[config.mk]
export PLATFORM = sky130hd
export DESIGN_NAME = obp_radius
export DESIGN_NICKNAME = d
export VERILOG_FILES = /design/src/obp_pkg.sv /design/src/obp_radius.sv
export SDC_FILE = /design/constraint.sdc
export NUM_CORES = 2
export LEC_CHECK = 0
export ABC_CLOCK_PERIOD_IN_PS = 9950
export BUFFER_PORTS_ARGS = -buffer_cell sky130_fd_sc_hd__buf_2
export CORE_AREA = 2 2 336 338
export DETAILED_ROUTE_END_ITERATION = 7
export DIE_AREA = 0 0 338 340
export GPL_TIMING_DRIVEN = 0
export HOLD_SLACK_MARGIN = 0.02
export PLACE_DENSITY = 0.66
export SYNTH_ARGS = -nofsm -noshare
export SYNTH_HDL_FRONTEND = slang
export SYNTH_SLANG_ARGS = --single-unit
[constraint.sdc]
create_clock -name clk -period 9.95 [get_ports clk]
set_clock_uncertainty 0.15 [all_clocks]
set_input_delay 0 -clock clk [delete_from_list [all_inputs] [get_ports clk]]
set_output_delay 0 -clock clk [all_outputs]
set_load 0.005 [all_outputs]
[src/obp_pkg.sv]
`timescale 1ns / 1ps
package obp_pkg;

  typedef logic signed [15:0] coef_t;
  typedef logic signed [23:0] center_t;
  typedef logic        [22:0] half_t;
  typedef logic signed [31:0] rn_prod_t;
  typedef logic signed [39:0] nc_prod_t;
  typedef logic signed [33:0] m_acc_t;
  typedef logic signed [41:0] dot_acc_t;
  typedef logic signed [19:0] mvec_t;
  typedef logic signed [28:0] dist_d_t;
  typedef logic signed [43:0] hm_prod_t;
  typedef logic        [30:0] radius_t;
  typedef logic signed [32:0] dist_wide_t;
  typedef logic signed [27:0] dist_t;

  localparam dist_wide_t DIST_MAX = 33'sd134217727;
  localparam dist_wide_t DIST_MIN = -33'sd134217728;

  localparam coef_t   NORMAL_X_RESET = 16'sd0;
  localparam coef_t   NORMAL_Y_RESET = 16'sd0;
  localparam coef_t   NORMAL_Z_RESET = 16'sd16384;
  localparam center_t OFFSET_RESET   = 24'sd0;

  typedef enum logic [1:0] {
    SIDE_CROSS  = 2'd0,
    SIDE_BEHIND = 2'd1,
    SIDE_FRONT  = 2'd2
  } side_t;

  typedef enum logic [1:0] {
    CFG_NORMAL_X     = 2'd0,
    CFG_NORMAL_Y     = 2'd1,
    CFG_NORMAL_Z     = 2'd2,
    CFG_PLANE_OFFSET = 2'd3
  } cfg_idx_t;

  // rn index is 3*row + column
  typedef struct packed {
    logic                 valid;
    rn_prod_t [8:0]       rn;
    nc_prod_t [2:0]       nc;
    half_t    [2:0]       half;
  } mul_beat_t;

  typedef struct packed {
    logic                 valid;
    mvec_t    [2:0]       m;
    dist_d_t              d;
    half_t    [2:0]       half;
  } sum_beat_t;

  typedef struct packed {
    logic                 valid;
    radius_t              r;
    dist_d_t              d;
  } rad_beat_t;

endpackage

[src/obp_radius.sv]
`timescale 1ns / 1ps
module obp_radius (
  input  logic                clk,
  input  logic                rst,
  input  obp_pkg::sum_beat_t  in_beat,
  output obp_pkg::rad_beat_t  beat
);

  obp_pkg::hm_prod_t [2:0] hm_c;
  obp_pkg::hm_prod_t [2:0] hm;
  obp_pkg::dist_d_t        hm_d;
  logic                    hm_valid;
  obp_pkg::radius_t        r_c;

  // Extent times rotated normal, one multiplier per axis.
  always_comb begin
    obp_pkg::hm_prod_t h_ext;
    obp_pkg::hm_prod_t m_ext;
    for (int j = 0; j < 3; j++) begin
      h_ext   = obp_pkg::hm_prod_t'({1'b0, in_beat.half[j]});
      m_ext   = obp_pkg::hm_prod_t'($signed(in_beat.m[j]));
      hm_c[j] = h_ext * m_ext;
    end
  end

  always_ff @(posedge clk) begin
    if (rst) begin
      hm_valid <= 1'b0;
    end else begin
      hm_valid <= in_beat.valid;
    end
  end

  always_ff @(posedge clk) begin
    hm   <= hm_c;
    hm_d <= in_beat.d;
  end

  // Truncate each magnitude by 2^14 to whole units (Q.0) and add.
  always_comb begin
    obp_pkg::hm_prod_t mag;
    r_c = '0;
    for (int j = 0; j < 3; j++) begin
      mag = (hm[j] < 0) ? -hm[j] : hm[j];
      r_c = r_c + obp_pkg::radius_t'(mag[42:14]);
    end
  end

  always_ff @(posedge clk) begin
    if (rst) begin
      beat.valid <= 1'b0;
    end else begin
      beat.valid <= hm_valid;
    end
    beat.r <= r_c;
    beat.d <= hm_d;
  end

endmodule

# == Word-level counts from Yosys, hierarchy flattened ==
# Cells that the tools add are included.
# classes
add_sub_neg,5
magnitude_cmp,3
mux,3
multipliers,3
# ops
op,n
"44-bit by 1-bit < comparator with 1-bit output, second input constant",3
24-bit by 20-bit multiplier with 44-bit output,3
43-bit two-way mux,3
43-bit negation,3
30-bit by 29-bit adder with 31-bit output,1
29-bit by 29-bit adder with 30-bit output,1
# totals
elab_cells,22
in_bits,161
reg_bits,223
out_inout_bits,61

# == Longest topological paths before layout ==
# logic_depth
ltp_word,4
mapped_depth,28
mapped_depth_nobuf,26

# == Worst setup path after synthesis ==
# OpenSTA, ideal clock, no wires.
# synth_timing
path_type,input -> register
startpoint,in in_beat[35] (netlist bit)
endpoint,reg hm[86] (netlist bit)
path_buffers,1
t_arrival_ns,6.411
cell_stages,24
required_ns,9.728
setup_time_ns,0.072
setup_slack_ns,3.317
cell_sequence,clkbuf_1 -> and2_1 -> fa_1 -> inv_1 -> fa_1 -> fa_1 -> inv_1 -> fa_1 -> fa_1 -> fa_1 -> inv_1 -> fa_1 -> inv_1 -> ha_1 -> and3_1 -> o21a_1 -> a311oi_1 -> o21ai_0 -> o22ai_1 -> o31ai_1 -> a221o_1 -> a311o_1 -> a21oi_1 -> xnor2_1
# synth_lines
item,line,source
from (decl),obp_radius.sv:5,"input obp_pkg::sum_beat_t in_beat,"
to (signal assigned),obp_radius.sv:35,hm <= hm_c;
to (decl),obp_radius.sv:10,obp_pkg::hm_prod_t [2:0] hm;

==> out/results.txt <==
Status: finished clean
Routed WL per cell: 19.4 um
Iter 0 DRT Violations: 2369
Most numerous cell in the Yosys netlist: inv_1
Clock latency on the worst-skew pair: 0.55 ns
Root buf cell: clkbuf_16
Row Count: 123
I/O Buffers: 152
H-tree Lvls: 1
Async set or reset register ratio after synthesis: 0%
Final period utilization: 75.6%
Core ar.: 112000 um^2
Worst Tran Pin Value: 0.911 ns
Drt first pass iters: 5
Area growth syn-to-layout: 7.67%
Total number of vias: 40700
Initial Utilization: 49.5%
Total GRT Usage: 27.1%
Largest net degree at the start of global routing: 15
Critical Path RT: 10.26 ns
Max-cap violations: 0
FILL cells: 10400
First-pass GRT wire length: 241000 um
CP max FO: 10
Worst Hold Class: in -> reg
Synth Instances: 6069
Synth unique cells: 70
Synth warn: 0
Total gr overflow: 0
CP endpoint kind: flip-flop
Final Slew Violations: 0
GPL Wtd Cong: 0.987
Routed vias/inst: 5.20
Max Clk Rate: 133 MHz
Worst slew margin: 39.3%
Mapped cell area: 55200 um^2
Vias in the first global route: 43700
Layout cells sized above 1: 3.50%
CTS tree: built
Main synth FF type: dfxtp_1
Final min period: 7.52 ns
HPWL Detailed: 128000 um
Final setup TNS: 0 ns
Die X-Extent: 338 um
WP data arrival: 7.83 ns
CTS sink cnt: 223
Post-CTS Resized: 0
Clock tree buffer depth: 3
Initial antenna violation count: 13
Setup violators final: 0
Unrepaired setup endpoints after global routing: false
Synthesized area per cell: 9.10 um^2
Antenna-violating nets left: 0
Clk slew on worst S/H paths: 0.05 ns
Drt drc: 0
Fin. Hold Viols: 0
DIE AREA: 115000 um^2
Synth top area share: 41.9%
Io pins: 222
Routed WL: 152000 um
Net Count, Synth: 7951
Ranking of synthesized cells by area: fa_1 42%, ha_1 13%, and2_1 9.5%
Commonest cells post-synth: 1378 x inv_1, 1155 x fa_1, 835 x and2_1
Area of the multi-input gates: 44500 um^2
Worst Path Class, Setup: in -> reg
Yosys reg bits: 223
Nets@finish: 8200
Register area: 4460 um^2
Die height: 340 um
CP Launch Type: input pin
Seq/Total Area, Yosys: 8.08%
Most area-hungry cell type in the Yosys netlist: fa_1
TritonCTS buffer count: 25
EDFF count, synth: 0
per-layer routing:
| layer | track usage [%] | vias up | share of wire [%] |
|---|---|---|---|
| met4 | 8.32 | 4 | 3.8 |
| met1 | 35.2 | 20500 | 41 |
| met3 | 4.44 | 338 | 7.0 |
| met5 | 0 | - | 0.018 |
| met2 | 46.3 | 1368 | 48 |
| li1 | - | 18500 | - |
cells by family after synthesis:
kind of cell    synth area share (%)
compound gates                  5.45
buf+inv                         11.3
fa+ha+maj                       54.7
flops                           8.08
simple gates                    16.7
xor+xnor                        3.73
through the flow:
stage	utilization, %	area, um^2	worst slack [ns]	hold WS, ns	std cells
floorplan	-	55200	3.32	-0.122	6069
global placement	51.9	57900	2.16	-0.0469	7721
detailed placement	51.9	57900	2.12	-0.0461	7721
CTS	53.3	59500	2.45	0.0287	7836
global route	53.3	59500	2.04	0.0620	7836
finish	53.3	59500	2.43	0.0308	7838
final cells by class:
| cell class | instances | share of cell area (%) |
|---|---|---|
| well taps | 1500 | 3.16 |
| clock inverters | 18 | 0.419 |
| inverters | 1378 | 8.70 |
| plain buffers | 288 | 1.82 |
| multi-input cells | 4180 | 74.9 |
| clock buffers | 27 | 1.08 |
| repair buffers | 222 | 2.46 |
| diodes | 2 | 0.00842 |
| flip-flops and latches | 223 | 7.51 |
repair_timing:
item                                    in CTS  in global routing
hold buffers                                70                  0
buffers inserted                             0                  0
endpoints found under the setup margin       0                  0
endpoints found under the hold margin       41                  0
critical path, cell delays in order:
cell	delay, ns
dlygate4sd3_1	0.55
buf_2	0.17
inv_1	0.15
clkbuf_1	0.54
nor2_1	0.13
fa_1	0.54
fa_1	0.43
fa_1	0.51
fa_1	0.43
fa_1	0.46
fa_1	0.51
fa_1	0.41
ha_1	0.27
clkbuf_1	0.19
a211oi_1	0.27
o21ai_0	0.15
o21a_1	0.15
or2_2	0.28
o22ai_1	0.35
o31ai_1	0.22
a221o_1	0.41
a311o_1	0.36
a21oi_1	0.18
xnor2_1	0.16
sequential cells by signal, summed over array words and instances (netlist names):
register  cells
hm          132
beat         61
hm_d         29
hm_valid      1
layout by cell type (no fill, tap or decap), types with 4 or more instances in the layout:
master,n
inv_1,1378
fa_1,1155
and2_1,835
nand2_1,575
ha_1,566
clkbuf_1,284
dfxtp_1,223
buf_2,154
a21oi_1,129
xor2_1,124
nor2_1,117
xnor2_1,111
o21ai_0,104
a21o_1,93
dlygate4sd3_1,70
nand2b_1,49
nand3_1,31
clkbuf_16,25
nand4_1,21
o31ai_1,20
nor4_1,19
o21bai_1,19
o21a_1,17
nor3_1,17
and3_1,16
nor2b_1,16
a31oi_1,16
or3_1,15
a211oi_1,11
o41ai_1,10
or2_2,10
or4_1,10
o211ai_1,7
clkinv_2,6
o21ai_1,5
bufinv_16,5
o211a_1,4
a31o_2,4
and3b_1,4
final timing paths:
kind / start / endpoint / slack [ns] / cells after the start
worst min register to register: hm_d[5] / beat[5] / 0.17 / 0
worst min-delay path: in_beat[119] / hm[46] / 0.03 / 5
worst max-delay path: in_beat[137] / hm[86] / 2.43 / 24
worst max register to register: hm[4] / beat[58] / 3.03 / 21
Power is not shown: default switching activity piles up to over one toggle a cycle in this logic, so the estimate is an artifact.
