File: config.mk
export PLATFORM = sky130hd
export DESIGN_NAME = obp_sum
export DESIGN_NICKNAME = d
export VERILOG_FILES = /design/src/obp_pkg.sv /design/src/obp_sum.sv
export SDC_FILE = /design/constraint.sdc
export NUM_CORES = 1
export LEC_CHECK = 0
export BUFFER_PORTS_ARGS = -buffer_cell sky130_fd_sc_hd__buf_2
export CORE_AREA = 2 2 255 257
export DETAILED_ROUTE_END_ITERATION = 10
export DIE_AREA = 0 0 257 259
export GPL_TIMING_DRIVEN = 0
export PLACE_DENSITY = 0.47
export REMOVE_ABC_BUFFERS = 1
export SLEW_MARGIN = 40
export SYNTH_ARGS = -nofsm -noshare
export SYNTH_HDL_FRONTEND = slang
export SYNTH_SLANG_ARGS = --single-unit
File: constraint.sdc
create_clock -name clk -period 5.4 [get_ports clk]
set_input_delay 1.08 -clock clk [delete_from_list [all_inputs] [get_ports clk]]
set_output_delay 1.08 -clock clk [all_outputs]
set_load 0.01 [all_outputs]
File: src/obp_pkg.sv
`timescale 1ns / 1ps
package obp_pkg;

  typedef logic signed [15:0] coef_t;
  typedef logic signed [23:0] center_t;
  typedef logic        [22:0] half_t;
  typedef logic signed [31:0] rn_prod_t;
  typedef logic signed [39:0] nc_prod_t;
  typedef logic signed [33:0] m_acc_t;
  typedef logic signed [41:0] dot_acc_t;
  typedef logic signed [19:0] mvec_t;
  typedef logic signed [28:0] dist_d_t;
  typedef logic signed [43:0] hm_prod_t;
  typedef logic        [30:0] radius_t;
  typedef logic signed [32:0] dist_wide_t;
  typedef logic signed [27:0] dist_t;

  localparam dist_wide_t DIST_MAX = 33'sd134217727;
  localparam dist_wide_t DIST_MIN = -33'sd134217728;

  localparam coef_t   NORMAL_X_RESET = 16'sd0;
  localparam coef_t   NORMAL_Y_RESET = 16'sd0;
  localparam coef_t   NORMAL_Z_RESET = 16'sd16384;
  localparam center_t OFFSET_RESET   = 24'sd0;

  typedef enum logic [1:0] {
    SIDE_CROSS  = 2'd0,
    SIDE_BEHIND = 2'd1,
    SIDE_FRONT  = 2'd2
  } side_t;

  typedef enum logic [1:0] {
    CFG_NORMAL_X     = 2'd0,
    CFG_NORMAL_Y     = 2'd1,
    CFG_NORMAL_Z     = 2'd2,
    CFG_PLANE_OFFSET = 2'd3
  } cfg_idx_t;

  // rn index is 3*row + column
  typedef struct packed {
    logic                 valid;
    rn_prod_t [8:0]       rn;
    nc_prod_t [2:0]       nc;
    half_t    [2:0]       half;
  } mul_beat_t;

  typedef struct packed {
    logic                 valid;
    mvec_t    [2:0]       m;
    dist_d_t              d;
    half_t    [2:0]       half;
  } sum_beat_t;

  typedef struct packed {
    logic                 valid;
    radius_t              r;
    dist_d_t              d;
  } rad_beat_t;

endpackage

File: src/obp_sum.sv
`timescale 1ns / 1ps
module obp_sum (
  input  logic                clk,
  input  logic                rst,
  input  obp_pkg::mul_beat_t  in_beat,
  input  obp_pkg::center_t    plane_offset,
  output obp_pkg::sum_beat_t  beat
);

  obp_pkg::mvec_t [2:0] m_c;
  obp_pkg::dist_d_t     d_c;

  // Sum the columns, floor by 2^14, and take the center distance.
  always_comb begin
    obp_pkg::m_acc_t   acc;
    obp_pkg::dot_acc_t dot;
    for (int j = 0; j < 3; j++) begin
      acc = obp_pkg::m_acc_t'($signed(in_beat.rn[j]))
          + obp_pkg::m_acc_t'($signed(in_beat.rn[3+j]))
          + obp_pkg::m_acc_t'($signed(in_beat.rn[6+j]));
      m_c[j] = acc[33:14];
    end
    dot = obp_pkg::dot_acc_t'($signed(in_beat.nc[0]))
        + obp_pkg::dot_acc_t'($signed(in_beat.nc[1]))
        + obp_pkg::dot_acc_t'($signed(in_beat.nc[2]));
    d_c = obp_pkg::dist_d_t'($signed(dot[41:14]))
        - obp_pkg::dist_d_t'(plane_offset);
  end

  always_ff @(posedge clk) begin
    if (rst) begin
      beat.valid <= 1'b0;
    end else begin
      beat.valid <= in_beat.valid;
    end
    beat.m    <= m_c;
    beat.d    <= d_c;
    beat.half <= in_beat.half;
  end

endmodule

# [Word level (Yosys, flattened, before mapping)]
# Index checks and enable logic that the tools add are counted.
# W data, S select, Z words.
[word_totals] reg_bits=159 input_bits=504 out_inout_bits=159 word_cells=17
[op_classes] n_addsub=9
[op_table] cell="$add A33 B32 Y34" count=3
[op_table] cell="$add A32 B32 Y33" count=3
[op_table] cell="$add A41 B40 Y42" count=1
[op_table] cell="$add A40 B40 Y41" count=1
[op_table] cell="$sub A28 B24 Y29" count=1

# [Longest topological paths before layout]
# Gate-level depths: netlist of the first run.
[depth] word_depth=3 ltp_mapped=22 mapped_depth_nobuf=22

# [Worst setup path after synthesis of the first run]
# Ideal clock, no wire load.
[synth_path] kind="in2reg" from="input port in_beat[72] in the netlist's numbering" to="register beat[97] in the netlist's numbering" arrival_ns=5.262 required_ns=5.342 setup_slack_ns=0.080 stages=22 cell_sequence="inv_1 > fa_1 > inv_1 > ha_1 > a21oi_1 > o311ai_0 > nand4b_1 > o211ai_1 > a21o_1 > a221oi_1 > o21a_1 > o21bai_1 > xor2_1 > ha_1 > a21o_1 > a21o_1 > a21o_1 > a21o_1 > a21oi_1 > o31ai_1 > a2111oi_1 > a21o_1"
[synth_between] elab_chain_cells=3
[synth_lines] item="start: declaration" line_no="obp_sum.sv:5" rtl="input obp_pkg::mul_beat_t in_beat,"
[synth_lines] item="$add A40 B40 Y41" line_no="obp_sum.sv:24" rtl="+ obp_pkg::dot_acc_t'($signed(in_beat.nc[1]))"
[synth_lines] item="$add A41 B40 Y42" line_no="obp_sum.sv:25" rtl="+ obp_pkg::dot_acc_t'($signed(in_beat.nc[2]));"
[synth_lines] item="$sub A28 B24 Y29" line_no="obp_sum.sv:27" rtl="- obp_pkg::dist_d_t'(plane_offset);"
[synth_lines] item="net d_c[28]" line_no="obp_sum.sv:11" rtl="obp_pkg::dist_d_t d_c;"
[synth_lines] item="end: declaration" line_no="obp_sum.sv:7" rtl="output obp_pkg::sum_beat_t beat"
# The timed path passes the listed nets, and every way through them passes these cells.
# A chain may end at the register's enable or synchronous reset.

# [Worst setup path after layout of the first run]
[layout_path] from="input port in_beat[82] in the netlist's numbering" to="register beat[97] in the netlist's numbering"
# Same word-level chain as after synthesis.

==> results.md, run 1 <==
* CTS tree: built
* Grt ovf at 0
* Nets at 2678
* Post-synthesis sequential area ratio at 25.8%
* GRT Overall Usage at 15.5%
* Worst hold path class: primary input to flip-flop
* Die area at 66600 um2
* Initial antenna violation count at 39
* DP HPWL at 47.0 mm
* Tot Pwr at 6.61 mW
* Crit-path cells: buf_2, fa_1, ha_4, a211o_1, a21oi_2, a211o_1, a31o_2, a21oi_4, a41o_1, buf_4, a31oi_1, o21ai_1, xor2_1, ha_1, a21o_1, a21o_1, a21o_1, a21oi_2, o31ai_4, a2111oi_2, a21o_1
* Hold EP: beat[6]$_DFF_P_
* Clock sink count at 159
* Max incr delay on CP at 590 ps
* Routability cong. at 0.970
* Worst rel slew slack at 41.7%
* First-pass GRT wire length at 75.6 mm
* WL final at 52.9 mm
* Post-Synthesis Cells at 1178
* Mapped Area at 12300 um2
* Most used cell, CP: a21o_1
* Residual DRC at 0
* CP delay by family, top: compound AO/OA/AOI/OAI gates
* Vias in the first global route at 12300
* Post-synth EDFFs at 0
* Die X at 257 um
* Core area at 63900 um2
* Hold path cells at 1
* Ys flop type: dfxtp_1
* H-tree depth at 4
* Via count at 11700
* TritonRoute pass-1 iters at 5
* Startpoint types: primary input
* Worst EP arrival at 5700 ps
* # fillers at 6862
* # setup viols final at 0
* Crit path kind: primary input to flip-flop
* Starting DRT DRC Count at 356
* Std-Cell Rows at 93
* Hold Violations, Final at 0
* CP Capture Type: flip-flop
* Crit path max fanout at 6
* Wire per inst at 19.2 um
* Ratio of cells with drive above 1 in the final layout at 41.2%
* CTS Buf Count at 17
* IO Port Bufs at 662
* Max cap viols at 0
* Worst-margin pin slew at 865 ps
* Buffer and inverter count on the worst path at 2
* Status: finished clean
* Min Clock Period, post-route at 5270 ps
* Clock transition at the registers of the reported paths at 80 ps
* VDD IR max at 0.218 mV
* Pin count of the biggest net entering global routing at 17
* Slew Viols, Final at 0
* Largest regs: beat: 159 flops
* Commonest cells after routing, fill and taps aside: 662 x buf_2, 159 x dfxtp_1, 154 x ha_1
* Final worst slack at 125 ps
* Syn. warnings at 0
* Hold path start: in_beat[6]
* Root Buffer: clkbuf_16
* Hold_ws at 687 ps
* Slowest CP cell: fa_1
* Max reg flops at 159
* Power Dens Cells at 373 nW/um2
* Ys async rst share at 0%
* FMAX at 190 MHz
* Leakage at 8.57 nW
* WP data required at 5830 ps
* Num ports at 663
* Commonest non-fill, non-tap cell in the layout: buf_2
* Synth cell types at 67
* CTS Hold Bufs at 0
* Vias per cell at 4.25
* Largest Register: beat
* Pre-CTS setup slack at -741 ps
* Flops & latches, synth at 159
* Count of antenna-violating nets left after detailed routing at 0
* Synth Area per Inst at 10.5 um2
* Starting Density at 19.3%
* Longest Clk Path Bufs at 2
* Die height at 259 um
* Period utilisation layout at 97.7%
* Area grow syn2layout at 44.0%
timing repair:
action	in CTS	in global routing
endpoints found under the hold margin	0	0
pin swaps	5	35
gates resized for setup	8	50
setup endpoints to repair	3	7
setup buffers	3	18
metal layers:
metal,routed length (um),up-vias,track usage [%]
met2,27500,491,28.3
li1,-,5626,-
met3,3670,94,4.44
met1,20300,5479,16.8
met5,84,-,0
met4,1330,12,5.96
cell type report:
type	instances	area (um2)	share of cell area, %
Antenna cell	9	22.5	0.127
Tap cell	855	1070	6.03
Inverter	76	285	1.61
Multi-Input combinational cell	940	9160	51.6
Timing Repair Buffer	683	3470	19.6
Clock buffer	19	443	2.50
Sequential cell	159	3180	17.9
Clock inverter	12	105	0.593
per-stage QoR:
stage	area [um2]	utilization (%)	std cells	TNS (ps)
after floorplan	12300	-	1175	0
after global placement	16700	26.1	2692	-4270
after detailed placement	16700	26.1	2692	-4720
after CTS	17300	27.1	2726	0
after global routing	17700	27.7	2749	-48.6
final	17700	27.8	2753	0
logic make-up (layout without fill, tap and decap cells):
logic type / Yosys count / after routing / share of synthesized area, %
AO/OA/AOI/OAI: 332 / 332 / 17.9
XOR/XNOR: 100 / 100 / 7.11
adder cells (fa/ha/maj): 297 / 297 / 38.3
buffers and inverters: 79 / 790 / 2.41
flip-flops: 159 / 159 / 25.8
other: 0 / 9 / 0
AND/OR/NAND/NOR: 211 / 211 / 8.43
report_power, final:
| group | internal (mW) | switching, mW | total (mW) |
|---|---|---|---|
| clock | 0.610 | 0.626 | 1.24 |
| sequential | 1.56 | 0.120 | 1.68 |
| combinational | 1.63 | 2.06 | 3.70 |
synthesized netlist by cell type, types with 4 or more instances:
library cell	instances	area, um2
nor3_1	16	80.1
ha_1	164	2050
nand2b_1	11	68.8
a41oi_1	4	35.0
a31oi_1	15	93.8
nor2b_1	17	106
o31a_1	4	35.0
o21ai_0	43	215
xnor2_1	64	561
nor2_1	50	188
a21o_1	48	360
o21bai_1	9	67.6
nand3_1	28	140
dfxtp_1	159	3180
xor2_1	36	315
nand2_1	53	199
fa_1	133	2660
and3_1	6	37.5
a31o_2	4	35.0
o211ai_1	7	52.6
nand4_1	10	62.6
a211oi_1	8	60.1
o21ai_1	6	30.0
a211o_1	5	43.8
a21oi_2	5	43.8
o21a_1	20	150
a21oi_1	110	551
inv_1	76	285
how the worst max path moves through the flow:
stage	startpoint	to	slack, ps	cells after the start
after floorplan	in_beat[72]	beat[97]$_DFF_P_	80	22
after global placement	in_beat[82]	beat[97]$_DFF_P_	-710	20
after detailed placement	in_beat[82]	beat[97]$_DFF_P_	-740	20
after CTS	in_beat[72]	beat[97]$_DFF_P_	10	22
after global routing	in_beat[79]	beat[94]$_DFF_P_	-30	21
final	in_beat[82]	beat[97]$_DFF_P_	130	21
Note: power is estimated with default switching activity, not from simulation.
==> run 2, diff against run 1 <==
CAP_MARGIN = 20   (was not set)
REMOVE_ABC_BUFFERS = not set   (was 1)
==> run 2 against run 1 <==
  * Clock power rose by 11%
  * Global-route usage rose by 0.60 points
  * Non-clock buffer count fell by 7
  * Die area did not move
  * Final cell count fell by 0.47%
  * Via count fell by 1.3%
  * Critical path type unchanged
  * Largest power group unchanged
==> results.md, run 2 (synthesis results as in run 1) <==
* Syn Nets at 1979
* Die area at 66600 um2 (unchanged)
* RSZ-0062 raised after global routing: true
* Via count at 11500 (-1.3%)
* CTS Hold Bufs at 0 (unchanged)
* Non-Filler Instances at 2740 (-0.47%)
* Placed cell area at 16700 um2 (about the same)
* Ratio of cells with drive above 1 in the final layout at 40.4% (-0.82 points)
* Power Dens Cells at 382 nW/um2 (+2.4%)
* Die X at 257 um (unchanged)
* Crit-path cells: buf_2, inv_1, fa_1, inv_1, ha_1, nand2_1, o311ai_2, o211ai_1, a31o_2, a21oi_4, a41o_1, a21oi_1, xnor2_1, ha_1, a21oi_2, o21ai_2, nor3_2, nand3_2, a41oi_4, o221ai_2, or3b_1, a31oi_1, xnor2_1
* Starting DRT DRC Count at 437 (+23%)
* DP HPWL at 48.7 mm (+3.5%)
* WP data required at 5800 ps (-30 ps)
* Worst EP arrival at 5630 ps (-70 ps)
* Root Buffer: clkbuf_16
* Max reg flops at 159 (unchanged)
* Nets at 2671 (-0.26%)
* Sw Ratio at 42.0% (-0.49 points)
* Die height at 259 um (unchanged)
* Slew Viols, Final at 0 (unchanged)
* Largest Register: beat
* Clock transition at the registers of the reported paths at 80 ps (about the same)
* Clock network power share at 20.6% (+1.9 points)
* GRT Overall Usage at 16.1% (+0.60 points)
* Clock sink count at 159 (unchanged)
* WL final at 54.0 mm (+2.1%)
* Grt ovf at 0 (unchanged)
* Longest Clk Path Bufs at 2 (unchanged)
* Pin count of the biggest net entering global routing at 17 (unchanged)
* Hold Violations, Final at 0 (unchanged)
* FMAX at 191 MHz (+0.86%)
* Max incr delay on CP at 520 ps (-70 ps)
* Routability cong. at 0.945 (-2.6%)
* Layout Cell Area excl Fill at 17700 um2 (-0.43%)
* Initial antenna violation count at 34 (-13%)
* Buffer and inverter count on the worst path at 3 (+1)
* CP Capture Type: flip-flop
* TritonRoute pass-1 iters at 4 (-1)
* Num ports at 663 (unchanged)
* Max cap viols at 0 (unchanged)
* Largest regs: beat: 159 flops
* CTS Buf Count at 17 (unchanged)
* Final TNS setup at 0 ps (unchanged)
* Tot Pwr at 6.74 mW (+1.9%)
* Period utilisation layout at 96.8% (-0.84 points)
* Std-Cell Rows at 93 (unchanged)
* Startpoint types: primary input
* Commonest non-fill, non-tap cell in the layout: buf_2
* Worst-margin pin slew at 932 ps (+67.2 ps)
* Starting Density at 19.3% (unchanged)
* Wire per inst at 19.7 um (+2.6%)
* # setup viols final at 0 (unchanged)
* Crit path kind: primary input to flip-flop
* Placed Cells at 2695 (+0.11%)
* Leakage at 8.57 nW (about the same)
* Crit path max fanout at 5 (-1)
* IO Port Bufs at 662 (unchanged)
* Core area at 63900 um2 (unchanged)
* Vias in the first global route at 12500 (+1.3%)
* Worst hold path class: primary input to flip-flop
* Slowest CP cell: fa_1
* Min Clock Period, post-route at 5230 ps (-45.1 ps)
* Combinational group share of total power at 54.5% (-1.4 points)
* VDD IR max at 0.227 mV (+4.3%)
* Sequential fraction of design power at 24.9% (-0.5 points)
* Worst rel slew slack at 37.4% (-4.3 points)
* First-pass GRT wire length at 78.3 mm (+3.5%)
* Vias per cell at 4.21 (-0.85%)
* CTS tree: built
* CP delay by family, top: compound AO/OA/AOI/OAI gates
* Status: finished clean
* Post-layout util at 27.6% (-0.12 points)
* Switching power at 2.83 mW (+0.73%)
* Area grow syn2layout at 43.3%
* Internal power at 3.90 mW (+2.8%)
* Count of antenna-violating nets left after detailed routing at 0 (unchanged)
* Residual DRC at 0 (unchanged)
* H-tree depth at 4 (unchanged)
* Commonest cells after routing, fill and taps aside: 662 x buf_2, 159 x ha_1, 159 x dfxtp_1
-- run 2: cell count changes in the layout (fill, tap and decap cells not counted), sizes merged, moves of 2 or more --
cell      before  now
clkinvlp       4    1
buf          683  673
diode          9    2
bufinv         0    3
clkbuf        19   21
-- run 2: worst paths after layout --
check               end  slack [ps]   startpoint  cells after the start
max    beat[94]$_DFF_P_         170  in_beat[72]                     23
min    beat[44]$_DFF_P_         690  in_beat[44]                      1
-- run 2: final cells by class --
| class | instances | area [um2] |
|---|---|---|
| repair buffers | 673 | 3400 |
| fillers | 6852 | 46200 |
| plain buffers | 3 | 11.3 |
| diodes | 2 | 5.00 |
| clock inverters | 14 | 195 |
| multi-input cells | 940 | 9070 |
| well taps | 855 | 1070 |
| inverters | 76 | 285 |
| clock buffers | 18 | 439 |
| flip-flops and latches | 159 | 3180 |
-- run 2: power by group through the flow --
| stage | combinational, mW | clock (mW) | sequential, mW |
|---|---|---|---|
| after floorplan | 1.98 | 0 | 1.87 |
| after global placement | 3.50 | 0 | 1.71 |
| after detailed placement | 3.51 | 0 | 1.71 |
| after CTS | 3.59 | 1.46 | 1.69 |
| after global routing | 4.08 | 1.49 | 1.71 |
| final | 3.67 | 1.38 | 1.68 |
-- run 2: metal layers --
metal / vias to the layer above / part of all wire (%) / GRT usage, %
met2: 473 / 53 / 30.3
met5: - / 0.13 / 0
met4: 10 / 2.1 / 3.78
met3: 90 / 6.5 / 4.38
li1: 5597 / - / -
met1: 5378 / 39 / 17.8
-- run 2: stage by stage --
step / setup slack, ps / hold WS (ps)
6_report: 170 / 688
5_1_grt: -41.4 / 649
4_1_cts: 3.89 / 625
3_5_place_dp: -779 / 1180
3_3_place_gp: -733 / 1180
2_1_floorplan: 80.4 / 1110
-- run 2: timing repair --
item | in CTS | in global routing
endpoints found under the setup margin | 3 | 6
resized for setup | 10 | 34
pin swaps | 6 | 22
setup buffers | 3 | 8
cloned | 0 | 0
