===== src/obp_pkg.sv =====
`timescale 1ns / 1ps
package obp_pkg;

  typedef logic signed [15:0] coef_t;
  typedef logic signed [23:0] center_t;
  typedef logic        [22:0] half_t;
  typedef logic signed [31:0] rn_prod_t;
  typedef logic signed [39:0] nc_prod_t;
  typedef logic signed [33:0] m_acc_t;
  typedef logic signed [41:0] dot_acc_t;
  typedef logic signed [19:0] mvec_t;
  typedef logic signed [28:0] dist_d_t;
  typedef logic signed [43:0] hm_prod_t;
  typedef logic        [30:0] radius_t;
  typedef logic signed [32:0] dist_wide_t;
  typedef logic signed [27:0] dist_t;

  localparam dist_wide_t DIST_MAX = 33'sd134217727;
  localparam dist_wide_t DIST_MIN = -33'sd134217728;

  localparam coef_t   NORMAL_X_RESET = 16'sd0;
  localparam coef_t   NORMAL_Y_RESET = 16'sd0;
  localparam coef_t   NORMAL_Z_RESET = 16'sd16384;
  localparam center_t OFFSET_RESET   = 24'sd0;

  typedef enum logic [1:0] {
    SIDE_CROSS  = 2'd0,
    SIDE_BEHIND = 2'd1,
    SIDE_FRONT  = 2'd2
  } side_t;

  typedef enum logic [1:0] {
    CFG_NORMAL_X     = 2'd0,
    CFG_NORMAL_Y     = 2'd1,
    CFG_NORMAL_Z     = 2'd2,
    CFG_PLANE_OFFSET = 2'd3
  } cfg_idx_t;

  // rn index is 3*row + column
  typedef struct packed {
    logic                 valid;
    rn_prod_t [8:0]       rn;
    nc_prod_t [2:0]       nc;
    half_t    [2:0]       half;
  } mul_beat_t;

  typedef struct packed {
    logic                 valid;
    mvec_t    [2:0]       m;
    dist_d_t              d;
    half_t    [2:0]       half;
  } sum_beat_t;

  typedef struct packed {
    logic                 valid;
    radius_t              r;
    dist_d_t              d;
  } rad_beat_t;

endpackage


===== src/obp_classify.sv =====
`timescale 1ns / 1ps
module obp_classify (
  input  logic                clk,
  input  logic                rst,
  input  obp_pkg::rad_beat_t  in_beat,
  output logic                done,
  output obp_pkg::dist_t      distance,
  output obp_pkg::side_t      side
);

  obp_pkg::dist_t distance_next;
  obp_pkg::side_t side_next;

  always_comb begin
    obp_pkg::dist_wide_t dw;
    obp_pkg::dist_wide_t rw;
    obp_pkg::dist_wide_t ad;
    obp_pkg::dist_wide_t gap;
    dw = obp_pkg::dist_wide_t'(in_beat.d);
    rw = obp_pkg::dist_wide_t'({1'b0, in_beat.r});
    ad = (dw < 0) ? -dw : dw;
    if (ad < rw) begin
      gap       = '0;
      side_next = obp_pkg::SIDE_CROSS;
    end else if (dw < 0) begin
      gap       = dw + rw;
      side_next = obp_pkg::SIDE_BEHIND;
    end else begin
      gap       = dw - rw;
      side_next = obp_pkg::SIDE_FRONT;
    end
    if (gap > obp_pkg::DIST_MAX) begin
      gap = obp_pkg::DIST_MAX;
    end else if (gap < obp_pkg::DIST_MIN) begin
      gap = obp_pkg::DIST_MIN;
    end
    distance_next = gap[27:0];
  end

  always_ff @(posedge clk) begin
    if (rst) begin
      done <= 1'b0;
    end else begin
      done <= in_beat.valid;
    end
  end

  always_ff @(posedge clk) begin
    distance <= distance_next;
    side     <= side_next;
  end

endmodule


===== config.mk =====
export PLATFORM = sky130hd
export DESIGN_NAME = obp_classify
export DESIGN_NICKNAME = d
export VERILOG_FILES = /design/src/obp_pkg.sv /design/src/obp_classify.sv
export SDC_FILE = /design/constraint.sdc
export NUM_CORES = 1
export LEC_CHECK = 0
export BUFFER_PORTS_ARGS = -buffer_cell sky130_fd_sc_hd__buf_2
export CAP_MARGIN = 5
export CELL_PAD_IN_SITES_DETAIL_PLACEMENT = 0
export CELL_PAD_IN_SITES_GLOBAL_PLACEMENT = 1
export CORE_MARGIN = 1
export CORE_UTILIZATION = 38
export DETAILED_ROUTE_END_ITERATION = 7
export PLACE_DENSITY = 0.77
export SYNTH_ARGS = -nofsm -noshare
export SYNTH_HDL_FRONTEND = slang
export SYNTH_SLANG_ARGS = --single-unit

===== constraint.sdc =====
create_clock -name clk -period 6.2 [get_ports clk]
set_input_delay 0.93 -clock clk [delete_from_list [all_inputs] [get_ports clk]]
set_output_delay 0.93 -clock clk [all_outputs]
set_load 0.05 [all_outputs]

### Word level (Yosys, flattened, before mapping)

Cells that the tools add are included.

* logic and storage cells: 15
* flip-flop bits (word level): 31
* bits of input ports: 63
* output and inout port bits: 31

* $lt $le $gt $ge: 4
* add/subtract/negate cells: 3
* muxes and demuxes: 5

Operator list (count)
* $mux W33: 3
* $add A29 B32 Y33: 1
* $gt A33 B28 Y1 const B: 1
* $lt A33 B28 Y1 const B: 1
* $lt A33 B32 Y1: 1
* $neg A29 Y33: 1
* $sub A29 B32 Y33: 1
* $lt A29 B1 Y1 const B: 1
* $mux W28: 1
* $mux W2: 1

### Depth between registers and ports, before layout

Gate-level depths: netlist (run 1).

* depth after elaboration: 6
* gate-level depth with buffers: 20
* mapped depth without buffers: 19

### Least setup slack after synthesis (run 1)

No wires, ideal clock.

* path type: input to register
* start point: in in_beat[8] in the netlist's numbering
* end point: reg distance[19]
* stages: 19
* buffers on the path: 1
* arrival time: 5.744 ns
* setup slack: 0.342 ns
* library setup time: 0.115 ns
* required time: 6.085 ns
* cell sequence: or4_1 nor4_1 nor2b_1 nand2b_1 or4_1 or3_1 nand2_1 xnor2_1 ha_1 a21o_1 a21o_1 a21o_1 a21o_1 a221oi_1 nor3_1 a2111oi_4 a21oi_2 buf_6 o21a_1

* longest elaborated chain between the ends: 6
* elaborated cells on any way between the ends: 11
* those cells by class: add/sub (3); order compare (4); mux (4)

RTL lines
* from (decl): line obp_classify.sv:5 `input obp_pkg::rad_beat_t in_beat,`
* $neg A29 Y33 / $lt A29 B1 Y1 (equally long branches): line obp_classify.sv:21, obp_classify.sv:25
* $mux W33: line obp_classify.sv:21 `ad = (dw < 0) ? -dw : dw;`
* $lt A33 B32 Y1: line obp_classify.sv:22 `if (ad < rw) begin`
* $mux W33 (*): line obp_classify.sv:22
* $lt A33 B28 Y1: line obp_classify.sv:34 `end else if (gap < obp_pkg::DIST_MIN) begin`
* $mux W28: line obp_classify.sv:34
* to (signal assigned): line obp_classify.sv:49 `distance <= distance_next;`
* to (decl): line obp_classify.sv:7 `output obp_pkg::dist_t distance,`

Mark *: on every way between the ends. The rest lies on a longest branch, timed or not.
A chain may end at the register's enable or synchronous reset.

### Final worst setup path (run 1)

* start point: in in_beat[8] in the netlist's numbering
* end point: reg distance[18]

The elaborated chain is that of the path after synthesis.

==> results by group, run 1 <==
Cells and area
  – Layout cell share with drive strength beyond 1: between 10% and 20%
  – Final net count: 841
  – Syn-to-layout area delta: 18.1%
  – # fillers: 1273
  – Commonest non-fill, non-tap cell in the layout: buf_2
  – Most frequent cells in the layout: 93 x buf_2, 71 x xnor2_1, 61 x ha_1, 54 x a21oi_1, 46 x nand2_1
  – # diodes: 0
  – Finished Layout Cells: 885

Critical path
  – Most used cell, CP: a21o_1
  – Largest stage delay on the critical path: 590 ps
  – CP max FO: 17
  – Critical path cell sequence: buf_2 -> or4_1 -> nor4_1 -> nor2b_1 -> nand2b_1 -> or4_1 -> or3_1 -> nand2_1 -> xnor2_1 -> ha_1 -> a21o_1 -> a21o_1 -> a21o_1 -> a21o_1 -> a221oi_1 -> buf_4 -> nor3_2 -> a2111oi_4 -> a21oi_4 -> buf_12 -> o21a_1
  – Slowest CP cell: or4_1
  – Crit path DAT: 6080 ps
  – Setup crit end kind: flip-flop
  – Startpoint class of the critical path: primary input
  – Crit Path Category: in -> reg
  – Required time worst endpoint: 6360 ps

Placed design
  – PortBufs: slightly above 90
  – Post-DP HPWL: 12.2 mm
  – GPL Wtd Cong: about 0.90
  – Inst Count DP: ~880
  – Pre-CTS setup slack: -3.15 ps

STA
  – Rel. slew slack: 39.3%
  – Min Tclk post-route: 5920 ps
  – Final hold slack: 807 ps
  – Final Slew Violations: 0
  – RSZ-0062 raised after global routing: no
  – Final Hold Fails: 0
  – Worst-Margin Slew: 911 ps
  – Fmax: 0.169 GHz
  – PnR worst setup slack: 282 ps
  – Fin crit share: 95.4%
  – Final setup fails: 0
  – TNS Setup: 0 ps

Power and ir drop
  – PwrDens: roughly 200 mW/mm²
  – Leakage: 0.00253 µW
  – Max IR drop VDD: 0.000112 V

GRT
  – First-pass GRT wire length: 23.5 mm
  – Overflow after GRT: 0
  – Initial antenna violation count: 0
  – Maximum number of pins on one net before global-route repair: 53
  – Vias in the first global route: 4691
  – GRT Total Usage: 22.6%

Floorplan
  – I/O pins: between 90 and 100
  – Core area: 0.0121 mm²
  – Die area: 0.0130 mm²
  – Rows: 40
  – Initial Util: 39.3%
  – Die height: ~110 µm
  – Die Wd: 114 µm

Logic synthesis
  – Main synth FF type: dfxtp_1
  – Netlist cell types: 75
  – Sequential area share after synthesis: 13.0%
  – Yosys warns: 0
  – EDFF count, synth: 0
  – Synthesized area per cell: 7.65 µm²
  – Synthesized area: 0.00476 mm²
  – Ys async rst share: 0%
  – Post-synthesis instance total: 623
  – Register bit total from synthesis: 31

Hold path
  – Hold worst-path end: done$_SDFF_PP0_
  – HP Class: in -> reg
  – Hold_sp: rst
  – Worst hold path depth: 2

Flow run
  – MaxCap Viol Count: 0

Detailed routing
  – Iter 0 DRT Violations: 404
  – Router iterations before antenna repair: 5
  – Mean routed wirelength per cell: 16.1 µm
  – Total Wirelength: ~14 mm
  – Routed Antenna Nets: 0
  – Via-to-Cell Ratio: between 5 and 6
  – Via count: 4909
  – DRC: 0

Clock tree
  – Worst-path clk slew: 50 ps
  – Clock sink count: 31
  – H-tree depth: 2
  – CTS root buf: clkbuf_16
  – CTS tree: yes
  – Cts hold-fix bufs: 0
  – Clock buffer depth: 2
  – Num CTS Buffers: 5

Run status
  – Status: complete, no violations
-- cell usage after synthesis, types with 5 or more instances --
cell	instances	area, µm²
xnor2_1	71	622
nand3_1	9	45.0
o41ai_1	6	52.6
xor2_1	8	70.1
a21o_1	20	150
a31oi_1	10	62.6
nor3_1	12	60.1
o21ai_0	37	185
nand4_1	14	87.6
clkbuf_1	9	33.8
o31ai_1	7	52.6
a21oi_1	54	270
or4_1	10	75.1
buf_2	6	30.0
nor2_1	37	139
inv_1	44	165
ha_1	61	763
nand2b_1	8	50.1
dfxtp_1	31	621
o21a_1	21	158
a211oi_1	6	45.0
o21bai_1	5	37.5
nor4_1	6	37.5
nand2_1	46	173
a41oi_1	5	43.8
-- power breakdown --
| part | switching (µW) | internal [µW] |
|---|---|---|
| registers | 6.34 | 230 |
| logic | 421 | 239 |
| clock network | 76.5 | 170 |
-- state kept, by name, summed over array words and instances, names as in the netlist --
register,count
distance,28
done,1
side,2
-- routing by layer --
layer | up-vias | track usage (%) | part of all wire [%]
li1 | 2480 | - | -
met1 | 2248 | 32.4 | 50
met2 | 166 | 36.0 | 44
met3 | 15 | 1.43 | 4.7
met4 | 0 | 7.01 | 1.9
met5 | - | 0 | 0
-- through the flow --
stage               util (%)  power [µW]  cell area [µm²]
finish                  46.5        1140             5630
global route            46.5        1220             5630
CTS                     46.1        1140             5590
detailed placement      44.9         883             5430
global placement        44.9         878             5430
floorplan                  -         721             4770
-- layout make-up --
cell class | count | area (µm²) | area share, %
repair buffers | 107 | 596 | 10.6
multi-input cells | 527 | 3880 | 68.9
clock buffers | 8 | 156 | 2.78
inverters | 44 | 165 | 2.93
well taps | 168 | 210 | 3.73
flip-flops and latches | 31 | 621 | 11.0
-- what timing repair did --
action / 4_1_cts / 5_1_grt
setup endpoints to repair: 0 / 27
setup buffers: 0 / 1
gates resized for setup: 0 / 3
-- how the worst max path moves through the flow --
| stage | from | end | cells after the start |
|---|---|---|---|
| after CTS | in_beat[8] | distance[18]$_SDFF_PN1_ | 19 |
| after floorplan | in_beat[8] | distance[19]$_SDFF_PN1_ | 19 |
| after global routing | in_beat[8] | distance[23]$_SDFF_PN1_ | 19 |
| final | in_beat[8] | distance[18]$_SDFF_PN1_ | 21 |
| after global placement | in_beat[8] | distance[13]$_SDFF_PN1_ | 19 |
| after detailed placement | in_beat[8] | distance[18]$_SDFF_PN1_ | 19 |
-- worst max-delay path, delay by kind of cell --
| kind | cells | cell delay, ps |
|---|---|---|
| compound gates | 8 | 1820 |
| simple gates | 8 | 2350 |
| xor+xnor | 1 | 130 |
| fa+ha+maj | 1 | 270 |
| buf+inv | 3 | 540 |
-- logic make-up after synthesis --
group | synth area share (%)
and+or+nand+nor | 20.2
muxes | 0.446
buffers and inverters | 6.01
adders and majority gates | 16.4
AOI/OAI and AO/OA | 29.3
xor gates and xnor gates | 14.5
DFF | 13.0
other | 0.0787
No activity file was read; power rests on OpenSTA's default activity.
==> inputs of run 2 (changes only) <==
Settings changed: MAX_ROUTING_LAYER set to met4.
==> results by group, run 2 (synthesized netlist as in run 1, its figures left out) <==
Detailed routing
  – Total Wirelength: 14.1 mm (-0.93%)
  – Via-to-Cell Ratio: 5.51 (-0.73%)
  – Via count: 4873 (-0.73%)
  – Routed Antenna Nets: 0 (unchanged)
  – Iter 0 DRT Violations: 369 (-8.7%)
  – DRC: 0 (unchanged)
  – Mean routed wirelength per cell: 15.9 µm (-0.93%)
  – Router iterations before antenna repair: 5 (unchanged)

Cells and area
  – Design Area, Final: 0.00560 mm² (-0.51%)
  – Commonest non-fill, non-tap cell in the layout: buf_2
  – Final net count: 841 (unchanged)
  – Final core occ: 46.2% (-0.24 points)
  – Max FFs per register: 28 (unchanged)
  – Syn-to-layout area delta: 17.5%
  – Most frequent cells in the layout: 93 x buf_2, 71 x xnor2_1, 61 x ha_1, 54 x a21oi_1, 46 x nand2_1
  – Largest regs: distance: 28 flops, side: 2 flops, done: 1 flops
  – # fillers: 1283 (+0.79%)
  – # diodes: 0 (unchanged)
  – Layout cell share with drive strength beyond 1: 19.8% (unchanged)
  – Most flop-heavy register: distance

Clock tree
  – Resize count post-CTS: 0 (unchanged)
  – Worst-path clk slew: 50 ps (about the same)
  – Setup Buffers After CTS: 0 (unchanged)
  – CTS tree: yes
  – Num CTS Buffers: 5 (unchanged)
  – Cts hold-fix bufs: 0 (unchanged)
  – Clock buffer depth: 2 (unchanged)
  – Clock sink count: 31 (unchanged)
  – H-tree depth: 2 (unchanged)
  – CTS root buf: clkbuf_16

Power and ir drop
  – PwrDens: 200 mW/mm² (-1.4%)
  – Leakage: 0.00251 µW (-0.69%)
  – Max IR drop VDD: 0.000114 V (+1.3%)

STA
  – TNS Setup: 0 ps (unchanged)
  – RSZ-0062 raised after global routing: no
  – Min Tclk post-route: 5790 ps (-128 ps)
  – Fin crit share: 93.4% (-2.1 points)
  – Final setup fails: 0 (unchanged)
  – Final Slew Violations: 0 (unchanged)
  – Rel. slew slack: 40.1% (+0.79 points)
  – Worst-Margin Slew: 899 ps (-11.8 ps)
  – Final Hold Fails: 0 (unchanged)
  – Fmax: 0.173 GHz (+2.2%)

Floorplan
  – Die Wd: 114 µm (unchanged)
  – Die height: 114 µm (unchanged)
  – Die area: 0.0130 mm² (unchanged)
  – Rows: 40 (unchanged)
  – Core area: 0.0121 mm² (unchanged)
  – I/O pins: 94 (unchanged)
  – Initial Util: 39.3% (unchanged)

GRT
  – Overflow after GRT: 0 (unchanged)
  – GRT Total Usage: 22.9% (+0.27 points)
  – Initial antenna violation count: 0 (unchanged)
  – First-pass GRT wire length: 23.1 mm (-1.6%)
  – Maximum number of pins on one net before global-route repair: 52 (-1.9%)
  – Vias in the first global route: 4636 (-1.2%)

Flow run
  – MaxCap Viol Count: 0 (unchanged)

Critical path
  – Required time worst endpoint: 6370 ps (about the same)
  – Startpoint class of the critical path: primary input
  – Worst Setup SP: in_beat[8]
  – Crit path DAT: 5960 ps (-120 ps)
  – Setup crit end kind: flip-flop
  – Crit Path Category: in -> reg
  – CP max FO: 18 (+1)

Placed design
  – GPL Wtd Cong: 0.928 (+2.6%)
  – PortBufs: 93 (unchanged)
  – Post-DP HPWL: 12.1 mm (-1.1%)
  – Placed Area: 0.00544 mm² (+0.14%)

Run status
  – Status: complete, no violations

Hold path
  – Hold_sp: rst
  – Worst hold path depth: 2 (unchanged)
  – HP Class: in -> reg
-- run 2: cell count changes in the layout (fill, tap and decap cells not counted) --
cell	change
clkinv_2	+1
clkbuf_1	-1
nor3_1	+1
clkbuf_8	-2
nor3_2	-1
clkinvlp_4	+2
buf_12	-1
buf_4	+1
-- run 2: stage by stage --
stage | total power [µW] | worst slack (ps) | hold WS, ps | cells
floorplan | 721 | 342 | 1000 | 624
global placement | 879 | 154 | 1090 | 877
detailed placement | 884 | 88.3 | 1090 | 877
CTS | 1120 | 345 | 801 | 885
global route | 1200 | 72.3 | 814 | 885
finish | 1120 | 410 | 805 | 885
-- run 2: cell type report --
cell class	instances	area, µm²	area share, %
multi-input combinational	527	3880	69.2
clock inverter	3	20.0	0.357
tap	168	210	3.75
timing repair buffer	107	583	10.4
sequential	31	621	11.1
clock buffer	5	125	2.23
inverter	44	165	2.95
-- run 2: worst paths after layout --
kind	to	slack (ps)
worst min-delay path	done$_SDFF_PP0_	800
worst max-delay path	distance[8]$_SDFF_PN1_	410
-- run 2: worst max-delay path, stage by stage --
cell and delay, ps:
buf_2 130, or4_1 600, nor4_1 290, nor2b_1 220, nand2b_1 110, or4_1 520, or3_1 410, nand2_1 90
xnor2_1 130, ha_1 270, a21o_1 190, a21o_1 170, a21o_1 170, a21o_1 170, a221oi_1 310, buf_4 230
nor3_1 110, a2111oi_4 470, a21oi_4 220, o21a_1 230
-- run 2: routing by layer --
layer / vias to the layer above / global-route usage [%] / part of all wire [%]
li1: 2475 / - / -
met1: 2242 / 31.9 / 51
met2: 141 / 35.4 / 43
met3: 15 / 2.07 / 4.7
met4: 0 / 5.80 / 1.5
met5: - / - / 0
-- run 2: power breakdown --
group / internal [µW] / switching [µW]
clock: 147 / 84.0
combinational: 236 / 418
sequential: 229 / 6.27
total: 613 / 508
